$ cat src/hdl/assert_macros.svh
// Assertion helpers for the RTL files; swt_back includes them.
`ifndef ASSERT_MACROS_SVH
`define ASSERT_MACROS_SVH

// Check a condition at every clock edge outside reset.
`define SWT_ASSERT(label, clk, rst_n, cond, msg) \
    label: assert property (@(posedge clk) disable iff (!rst_n) (cond)) \
        else $error(msg);

// Check that a consequent holds whenever an antecedent holds.
`define SWT_ASSERT_IMPL(label, clk, rst_n, ante, cons, msg) \
    label: assert property (@(posedge clk) disable iff (!rst_n) (ante) |-> (cons)) \
        else $error(msg);

`endif

$ cat src/hdl/swt_pkg.sv
package swt_pkg;

    localparam logic [7:0] CH_HASH      = 8'h23;
    localparam logic [7:0] CH_DQUOTE    = 8'h22;
    localparam logic [7:0] CH_SQUOTE    = 8'h27;
    localparam logic [7:0] CH_BACKSLASH = 8'h5C;
    localparam logic [7:0] CH_SPACE     = 8'h20;
    localparam logic [7:0] CH_TAB       = 8'h09;
    localparam logic [7:0] CH_CR        = 8'h0D;

    // Result slots per input beat: step result, line-close result, line marker
    localparam int SLOTS = 3;

    // Queue between front and back
    localparam int QDEPTH = 4;
    localparam int QAW    = $clog2(QDEPTH);
    localparam int QCW    = $clog2(QDEPTH + 1);

    typedef struct packed {
        logic [7:0] byte_out;
        logic       has_byte;
        logic       token_end;
        logic       line_end;
    } swt_result_t;

    typedef struct packed {
        logic [SLOTS-1:0]        valid;
        swt_result_t [SLOTS-1:0] res;
    } swt_bundle_t;

    function automatic logic is_ws(input logic [7:0] b);
        return (b == CH_SPACE) || ((b >= CH_TAB) && (b <= CH_CR));
    endfunction

    function automatic logic is_special(input logic [7:0] b);
        return (b == CH_DQUOTE) || (b == CH_SQUOTE) || (b == CH_HASH);
    endfunction

endpackage

$ cat src/hdl/swt_front.sv
module swt_front (
    input  logic                clk,
    input  logic                rst_n,
    input  logic                in_valid,
    output logic                in_ready,
    input  logic [7:0]          byte_in,
    input  logic                line_last,
    input  logic                q_full,
    output logic                push,
    output swt_pkg::swt_bundle_t push_data
);

    typedef enum logic [1:0] {
        BETWEEN,
        IN_WORD,
        IN_QUOTED,
        IN_COMMENT
    } mode_t;

    mode_t      mode_reg, mode_next;
    logic [7:0] held_reg, held_next;
    logic       hv_reg, hv_next;
    logic       pb_reg, pb_next;
    logic       thc_reg, thc_next;
    logic [7:0] qc_reg, qc_next;

    logic                 accept;
    swt_pkg::swt_bundle_t bundle;

    assign in_ready = !q_full;
    assign accept   = in_valid && in_ready;

    // Classify the beat, build its results and the next scan state
    always_comb
    begin
        mode_next = mode_reg;
        held_next = held_reg;
        hv_next   = hv_reg;
        pb_next   = (byte_in == swt_pkg::CH_BACKSLASH);
        thc_next  = thc_reg;
        qc_next   = qc_reg;
        bundle    = '0;

        case (mode_reg)
            BETWEEN:
            begin
                if (swt_pkg::is_ws(byte_in))
                begin
                    mode_next = BETWEEN;
                end
                else if (byte_in == swt_pkg::CH_HASH)
                begin
                    mode_next = IN_COMMENT;
                end
                else if ((byte_in == swt_pkg::CH_DQUOTE) || (byte_in == swt_pkg::CH_SQUOTE))
                begin
                    mode_next = IN_QUOTED;
                    qc_next   = byte_in;
                    held_next = '0;
                    hv_next   = 1'b0;
                    thc_next  = 1'b0;
                end
                else
                begin
                    // start a word: hold is empty, so nothing leaves yet
                    mode_next = IN_WORD;
                    held_next = byte_in;
                    hv_next   = 1'b1;
                    thc_next  = 1'b1;
                end
            end
            IN_WORD, IN_QUOTED:
            begin
                if ((mode_reg == IN_WORD) ? swt_pkg::is_ws(byte_in)
                                          : ((byte_in == qc_reg) && !pb_reg))
                begin
                    // close the token with the held byte or as empty
                    bundle.valid[0] = 1'b1;
                    bundle.res[0]   = hv_reg ? {held_reg, 3'b110} : {8'h00, 3'b010};
                    mode_next       = BETWEEN;
                    held_next       = '0;
                    hv_next         = 1'b0;
                    thc_next        = 1'b0;
                end
                else
                begin
                    // take the byte; drop a backslash before a special char
                    if (hv_reg && !((held_reg == swt_pkg::CH_BACKSLASH) &&
                                    swt_pkg::is_special(byte_in)))
                    begin
                        bundle.valid[0] = 1'b1;
                        bundle.res[0]   = {held_reg, 3'b100};
                    end
                    held_next = byte_in;
                    hv_next   = 1'b1;
                    thc_next  = 1'b1;
                end
            end
            default:
            begin
                mode_next = mode_reg;
            end
        endcase

        // Close an open token at line end, then add the line marker
        if (line_last)
        begin
            if (mode_next == IN_WORD)
            begin
                bundle.valid[1] = 1'b1;
                bundle.res[1]   = hv_next ? {held_next, 3'b110} : {8'h00, 3'b010};
            end
            else if (mode_next == IN_QUOTED)
            begin
                bundle.valid[1] = 1'b1;
                bundle.res[1]   = (thc_next && hv_next) ? {held_next, 3'b110}
                                                        : {qc_next, 3'b110};
            end
            bundle.valid[2] = 1'b1;
            bundle.res[2]   = {8'h00, 3'b001};
            mode_next = BETWEEN;
            held_next = '0;
            hv_next   = 1'b0;
            pb_next   = 1'b0;
            thc_next  = 1'b0;
            qc_next   = '0;
        end
    end

    assign push      = accept && (|bundle.valid);
    assign push_data = bundle;

    // Hold scan state; advance on each accepted beat
    always_ff @(posedge clk or negedge rst_n)
    begin
        if (!rst_n)
        begin
            mode_reg <= BETWEEN;
            held_reg <= '0;
            hv_reg   <= 1'b0;
            pb_reg   <= 1'b0;
            thc_reg  <= 1'b0;
            qc_reg   <= '0;
        end
        else if (accept)
        begin
            mode_reg <= mode_next;
            held_reg <= held_next;
            hv_reg   <= hv_next;
            pb_reg   <= pb_next;
            thc_reg  <= thc_next;
            qc_reg   <= qc_next;
        end
    end

endmodule

$ cat src/hdl/swt_queue.sv
module swt_queue (
    input  logic                 clk,
    input  logic                 rst_n,
    input  logic                 push,
    input  swt_pkg::swt_bundle_t push_data,
    output logic                 full,
    input  logic                 pop,
    output swt_pkg::swt_bundle_t head,
    output logic                 head_valid
);

    swt_pkg::swt_bundle_t          mem_reg [swt_pkg::QDEPTH];
    logic [swt_pkg::QAW-1:0]       wr_reg, rd_reg;
    logic [swt_pkg::QCW-1:0]       cnt_reg;

    assign full       = (cnt_reg == swt_pkg::QCW'(swt_pkg::QDEPTH));
    assign head_valid = (cnt_reg != '0);
    assign head       = mem_reg[rd_reg];

    // Store pushed bundles
    always_ff @(posedge clk)
    begin
        if (push)
        begin
            mem_reg[wr_reg] <= push_data;
        end
    end

    // Advance pointers and track fill level
    always_ff @(posedge clk or negedge rst_n)
    begin
        if (!rst_n)
        begin
            wr_reg  <= '0;
            rd_reg  <= '0;
            cnt_reg <= '0;
        end
        else
        begin
            if (push)
            begin
                wr_reg <= wr_reg + 1'b1;
            end
            if (pop)
            begin
                rd_reg <= rd_reg + 1'b1;
            end
            if (push && !pop)
            begin
                cnt_reg <= cnt_reg + 1'b1;
            end
            else if (pop && !push)
            begin
                cnt_reg <= cnt_reg - 1'b1;
            end
        end
    end

endmodule

$ cat src/hdl/swt_back.sv
`include "assert_macros.svh"

module swt_back (
    input  logic                 clk,
    input  logic                 rst_n,
    input  swt_pkg::swt_bundle_t head,
    input  logic                 head_valid,
    output logic                 pop,
    output logic                 out_valid,
    input  logic                 out_ready,
    output logic [7:0]           byte_out,
    output logic                 has_byte,
    output logic                 token_end,
    output logic                 line_end
);

    logic [1:0]                 sel_reg, sel_next;
    logic                       out_valid_reg;
    swt_pkg::swt_result_t       out_reg;

    logic [swt_pkg::SLOTS-1:0]  mask, cand;
    logic [1:0]                 idx;
    logic                       any, rest, load;

    // Pick the next valid slot of the head bundle at or after sel
    always_comb
    begin
        case (sel_reg)
            2'd0:    mask = 3'b111;
            2'd1:    mask = 3'b110;
            default: mask = 3'b100;
        endcase
        cand = head.valid & mask & {swt_pkg::SLOTS{head_valid}};
        any  = |cand;
        if (cand[0])
        begin
            idx  = 2'd0;
            rest = |cand[2:1];
        end
        else if (cand[1])
        begin
            idx  = 2'd1;
            rest = cand[2];
        end
        else
        begin
            idx  = 2'd2;
            rest = 1'b0;
        end
    end

    assign load     = any && (!out_valid_reg || out_ready);
    assign pop      = load && !rest;
    assign sel_next = pop ? 2'd0 : 2'(idx + 2'd1);

    // Hold the output beat until taken; refill from the queue head
    always_ff @(posedge clk or negedge rst_n)
    begin
        if (!rst_n)
        begin
            sel_reg       <= 2'd0;
            out_valid_reg <= 1'b0;
        end
        else
        begin
            if (load)
            begin
                sel_reg       <= sel_next;
                out_valid_reg <= 1'b1;
            end
            else if (out_ready)
            begin
                out_valid_reg <= 1'b0;
            end
        end
    end

    always_ff @(posedge clk)
    begin
        if (load)
        begin
            out_reg <= head.res[idx];
        end
    end

    assign out_valid = out_valid_reg;
    assign byte_out  = out_reg.byte_out;
    assign has_byte  = out_reg.has_byte;
    assign token_end = out_reg.token_end;
    assign line_end  = out_reg.line_end;

    `SWT_ASSERT_IMPL(a_pop_nonempty, clk, rst_n, pop, head_valid, "pop from empty queue")
    `SWT_ASSERT(a_sel_range, clk, rst_n, sel_reg != 2'd3, "slot select out of range")
    `SWT_ASSERT_IMPL(a_marker_clean, clk, rst_n, out_valid_reg && out_reg.line_end,
                     !out_reg.has_byte && !out_reg.token_end, "line marker carries token")

endmodule

$ cat src/hdl/shell_word_tokenizer.sv
// Shell-style word splitter.
// Input channel (in_valid/in_ready): one line character per beat in byte_in,
// line_last set on the final character of the line.
// Output channel (out_valid/out_ready): one result per beat; byte_out with
// has_byte is a word character, token_end closes a word (empty if has_byte
// is low), and line_end marks the last result of each line.
// Each word character leaves only once the next character arrives, since
// a one-byte hold decides backslash drops and the last-byte mark.
// Throughput: one input beat per cycle while the queue is not full; an input
// beat causes zero to three results, and the output register drains one
// result per cycle while out_ready is high.
// A beat's first result enters the queue at the accepting edge, then moves
// to the output register, from which the receiver takes it.
// A four-entry queue of per-beat result bundles sits between the classifying
// front and the output back; in_ready drops only when that queue is full,
// so a stalled receiver back-pressures the input after four queued beats.
// Reset (rst_n low, asynchronous) returns to the between-words state and
// empties the queue and output register.
module shell_word_tokenizer (
    input  logic       clk,
    input  logic       rst_n,
    input  logic       in_valid,
    output logic       in_ready,
    input  logic [7:0] byte_in,
    input  logic       line_last,
    output logic       out_valid,
    input  logic       out_ready,
    output logic [7:0] byte_out,
    output logic       has_byte,
    output logic       token_end,
    output logic       line_end
);

    logic                 q_full, push, pop, head_valid;
    swt_pkg::swt_bundle_t push_data, head;

    swt_front u_front (
        .clk       (clk),
        .rst_n     (rst_n),
        .in_valid  (in_valid),
        .in_ready  (in_ready),
        .byte_in   (byte_in),
        .line_last (line_last),
        .q_full    (q_full),
        .push      (push),
        .push_data (push_data)
    );

    swt_queue u_queue (
        .clk        (clk),
        .rst_n      (rst_n),
        .push       (push),
        .push_data  (push_data),
        .full       (q_full),
        .pop        (pop),
        .head       (head),
        .head_valid (head_valid)
    );

    swt_back u_back (
        .clk        (clk),
        .rst_n      (rst_n),
        .head       (head),
        .head_valid (head_valid),
        .pop        (pop),
        .out_valid  (out_valid),
        .out_ready  (out_ready),
        .byte_out   (byte_out),
        .has_byte   (has_byte),
        .token_end  (token_end),
        .line_end   (line_end)
    );

endmodule
$ cat config.mk
export PLATFORM = sky130hd
export DESIGN_NAME = shell_word_tokenizer
export DESIGN_NICKNAME = d
export VERILOG_FILES = /design/src/hdl/swt_pkg.sv /design/src/hdl/swt_front.sv /design/src/hdl/swt_queue.sv /design/src/hdl/swt_back.sv /design/src/hdl/shell_word_tokenizer.sv
export VERILOG_INCLUDE_DIRS = /design/src /design/src/hdl
export SDC_FILE = /design/constraint.sdc
export NUM_CORES = 1
export LEC_CHECK = 0
export BUFFER_PORTS_ARGS = -buffer_cell sky130_fd_sc_hd__buf_2
export CAP_MARGIN = 0
export CELL_PAD_IN_SITES_DETAIL_PLACEMENT = 1
export CELL_PAD_IN_SITES_GLOBAL_PLACEMENT = 1
export CORE_UTILIZATION = 49
export CTS_BUF_LIST = sky130_fd_sc_hd__clkbuf_8 sky130_fd_sc_hd__clkbuf_16
export DETAILED_ROUTE_END_ITERATION = 16
export PLACE_DENSITY = 0.78
export SLEW_MARGIN = 5
export SYNTH_ARGS = -nofsm -noshare
export SYNTH_HDL_FRONTEND = slang
export SYNTH_HIERARCHICAL = 1
export SYNTH_SLANG_ARGS = --single-unit
$ cat constraint.sdc
create_clock -name clk -period 3.21 [get_ports clk]
set_input_delay 0.321 -clock clk [delete_from_list [all_inputs] [get_ports clk]]
set_output_delay 0.321 -clock clk [all_outputs]
set_load 0.01 [all_outputs]
==> parameters.txt <==
Parameter                              Value

Synthesis
  Number of distinct library cells after synthesis ... 70
  FFs w/ async S/R, synth ... 16.67%
  Warnings from Yosys ... 6
  Cell count after synthesis ... 526
  Prevailing post-synth register cell ... sky130_fd_sc_hd__edfxtp_1
  Register area share after synthesis ... 65.02%
  Number of register bits inferred by synthesis ... 186
  Synthesized area divided by synthesized cell count ... 15.88 um^2
  Synthesized area ... 8352 um^2
  Number of synthesized flops with an enable pin ... 155

Finish
  Net count reported at finish ... 598
  Max FFs per register ... 144
  Fin area ... 9549 um^2
  Ratio of cells with drive above 1 in the final layout ... 29.30%
  Fillers ... 1578
  Area occupied by multi-input gates ... 2748 um^2
  Number of antenna diodes ... 0
  Area growth, synth to finish ... 14.34%
  Non-filler instance count after layout ... 807
  Sequential Area ... 5431 um^2
  Commonest cells after routing, fill and taps aside ... sky130_fd_sc_hd__edfxtp_1 (155), sky130_fd_sc_hd__mux4_2 (36), sky130_fd_sc_hd__nand2_1 (33), sky130_fd_sc_hd__dfrtp_1 (30), sky130_fd_sc_hd__buf_4 (27)
  Most common cell after layout, fill and taps aside ... sky130_fd_sc_hd__edfxtp_1

Timing
  Worst Hold Slack ... 300.2 ps
  Final critical delay including setup and external delays ... 3056 ps
  Max Transition Viols Final ... 0
  Setup TNS after final layout ... 0 ps
  Max-slew headroom at the worst pin ... 40.00%
  Setup-violating endpoint count in the final report ... 0
  Ratio of final minimum period to clock period ... 95.21%
  Total count of hold-check failures in the final report ... 0
  F_max ... 0.3272 GHz
  Transition time at the pin with the least slew margin ... 895.9 ps
  Worst-case clock skew ... 7.336 ps

Drt
  Detailed-router iteration count before antenna repair ... 5
  Wire per inst ... 23.98 um
  Number of vias in the routed layout ... 4892
  Count of unresolved DRC violations after routing ... 0
  DRT antenna net count ... 0
  Routed vias/inst ... 6.062
  Final routed wirelength across all metal layers ... 19360 um
  Starting DRT DRC Count ... 411

CTS
  Root buffer cell ... sky130_fd_sc_hd__clkbuf_16
  CTS buffer count ... 17
  Worst-path clk slew ... 70 ps
  Number of buffers on the longest clock path ... 2
  CTS H-Tree Depth ... 4
  TritonCTS clock tree ... yes
  Clock insertion delay at the later pin of the skew report ... 430 ps
  Clock sink total ... 186

Worst hold path
  Hold_sp ... out_ready
  Worst min-delay path class ... primary input to flip-flop

Pwr
  Net switching fraction of the power ... 33.49%
  PD cells ... 910.5 nW/um^2
  Clock share of power ... 24.9%
  Power dissipated by switching net loads ... 2.912 mW
  Worst IR drop on VDD ... 0.4467 mV
  Power share of the sequential group ... 39.6%
  Total power ... 8.694 mW
  Internal power consumption ... 5.783 mW
  Combinational cell fraction of total power ... 35.4%
  Lkg Pwr ... 3.394 nW

Floorplanning
  Die Width ... 132.6 um
  Die area ... 17570 um^2
  Number of rows in the core area ... 47
  Initial Util ... 50.36%
  Die outline height ... 132.6 um
  Core area ... 16580 um^2
  Number of top-level pins ... 26

GRT
  First-pass GRT wire length ... 29970 um
  Congestion Overflow GR ... 0
  Number of global-route vias before repair ... 5284
  Initial antenna violation count ... 0
  Pin count of the biggest net entering global routing ... 37
  Global Route Usage Sum ... 23.00%

Setup path
  Required time of the critical path ... 3520 ps
  Beginning of the critical path ... u_queue/rd_reg[0]
  Critical Path Sink Type ... flip-flop
  WP data arrival ... 3370 ps
  Crit path max fanout ... 9
  Worst setup path class ... flip-flop to flip-flop
  Origin of the critical flop-to-flop path ... u_queue/rd_reg[0]
  Element type at the critical path start ... flip-flop

Place
  HPWL Detailed ... 12140 um
  Placed instance area ... 8786 um^2
  Number of buffer cells added on primary ports ... 25
  DP Cell Count ... 772
  Placer's final routability congestion estimate ... 0.8760

Outcome
  Status ... complete, no violations

Run
  Total of max-cap violations ... 0
[cell families (layout without fill, tap and decap cells)]
family / Yosys count / after routing / share of synthesized area [%]
DFF: 186 / 186 / 65.02
and+or+nand+nor: 118 / 118 / 8.135
AOI/OAI and AO/OA: 103 / 103 / 9.528
buffers and inverters: 55 / 105 / 4.120
muxes: 37 / 37 / 9.843
xor gates and xnor gates: 15 / 15 / 1.573
adders and majority gates: 11 / 11 / 1.738
other: 1 / 12 / 0.04490
[synth_stat cells (4+ instances only)]
library cell                number  share of area [%]
sky130_fd_sc_hd__edfxtp_1      155                 56
sky130_fd_sc_hd__mux4_2         36                9.7
sky130_fd_sc_hd__nand2_1        33                1.5
sky130_fd_sc_hd__dfrtp_1        31                9.3
sky130_fd_sc_hd__o21ai_0        24                1.4
sky130_fd_sc_hd__and2_1         19                1.4
sky130_fd_sc_hd__buf_4          17                1.5
sky130_fd_sc_hd__o22ai_1        15                1.1
sky130_fd_sc_hd__inv_1          14               0.63
sky130_fd_sc_hd__nor2_1         14               0.63
sky130_fd_sc_hd__ha_1           10                1.5
sky130_fd_sc_hd__xnor2_1        10                1.0
sky130_fd_sc_hd__a2bb2oi_2       9                1.6
sky130_fd_sc_hd__buf_2           9               0.54
sky130_fd_sc_hd__a21oi_1         8               0.48
sky130_fd_sc_hd__clkbuf_1        8               0.36
sky130_fd_sc_hd__or3_1           8               0.60
sky130_fd_sc_hd__a21o_1          7               0.63
sky130_fd_sc_hd__a22oi_1         6               0.54
sky130_fd_sc_hd__a31oi_1         6               0.45
sky130_fd_sc_hd__nand3_1         5               0.30
sky130_fd_sc_hd__nor2b_1         5               0.37
sky130_fd_sc_hd__xor2_1          5               0.52
sky130_fd_sc_hd__a211oi_1        4               0.36
sky130_fd_sc_hd__buf_6           4               0.54
sky130_fd_sc_hd__nor3b_1         4               0.36
[worst max-delay path, cell delays in order (launching register included)]
cell	delay, ps
sky130_fd_sc_hd__dfrtp_2	540
sky130_fd_sc_hd__mux4_2	650
sky130_fd_sc_hd__nor2_1	190
sky130_fd_sc_hd__nand2_1	70
sky130_fd_sc_hd__a21o_1	180
sky130_fd_sc_hd__a31oi_2	230
sky130_fd_sc_hd__inv_1	100
sky130_fd_sc_hd__ha_1	230
sky130_fd_sc_hd__inv_1	80
sky130_fd_sc_hd__fa_1	400
sky130_fd_sc_hd__mux2_2	270
[through the flow]
stage	utilization [%]	worst slack, ps
finish	57.58	153.9
global route	57.58	-13.55
CTS	56.96	18.00
detailed placement	52.98	-71.70
global placement	52.98	51.24
floorplan	-	77.97
[path summary, 6_finish.rpt]
path / endpoint / slack, ps / depth (start not counted)
max: u_queue/cnt_reg[1] / 150 / 10
min: u_back/out_valid / 300 / 3
max reg2reg: u_queue/cnt_reg[1] / 150 / 10
min reg2reg: u_queue/cnt_reg[2] / 510 / 1
max in group asynchronous: u_queue/rd_reg[0] / 2150 / 2
min in group asynchronous: u_front/mode_reg[0] / 510 / 2
[metal layers]
metal / wire length, um / share of wire (%) / GRT usage [%]
met5: 0 / 0 / 0
met1: 7815 / 40 / 28.23
met4: 495 / 2.6 / 8.557
met3: 856 / 4.4 / 4.521
met2: 10190 / 53 / 40.32
[power groups by stage]
| stage | Clock [mW] | Combinational (mW) | Sequential, mW |
|---|---|---|---|
| 6_report | 2.17 | 3.08 | 3.44 |
| 5_1_grt | 2.28 | 3.31 | 3.48 |
| 4_1_cts | 2.20 | 2.99 | 3.45 |
| 3_5_place_dp | 0 | 2.92 | 3.50 |
| 3_3_place_gp | 0 | 2.80 | 3.44 |
| 2_1_floorplan | 0 | 2.19 | 3.42 |
[area by class of cell]
type,instances,share of cell area (%)
Tap cell,220,2.883
Inverter,15,0.5896
Timing Repair Buffer,58,4.429
Sequential cell,186,56.88
Clock buffer,17,4.455
Clock inverter,15,1.992
Multi-Input combinational cell,296,28.77
[what timing repair did]
item / 4_1_cts / 5_1_grt
pin swaps: 1 / 6
setup buffers: 0 / 1
cloned: 0 / 1
hold endpoints to repair: 24 / 0
hold buffers: 1 / 0
endpoints found under the setup margin: 24 / 34
gates resized for setup: 8 / 23
Note: power is estimated with default switching activity, not from simulation.
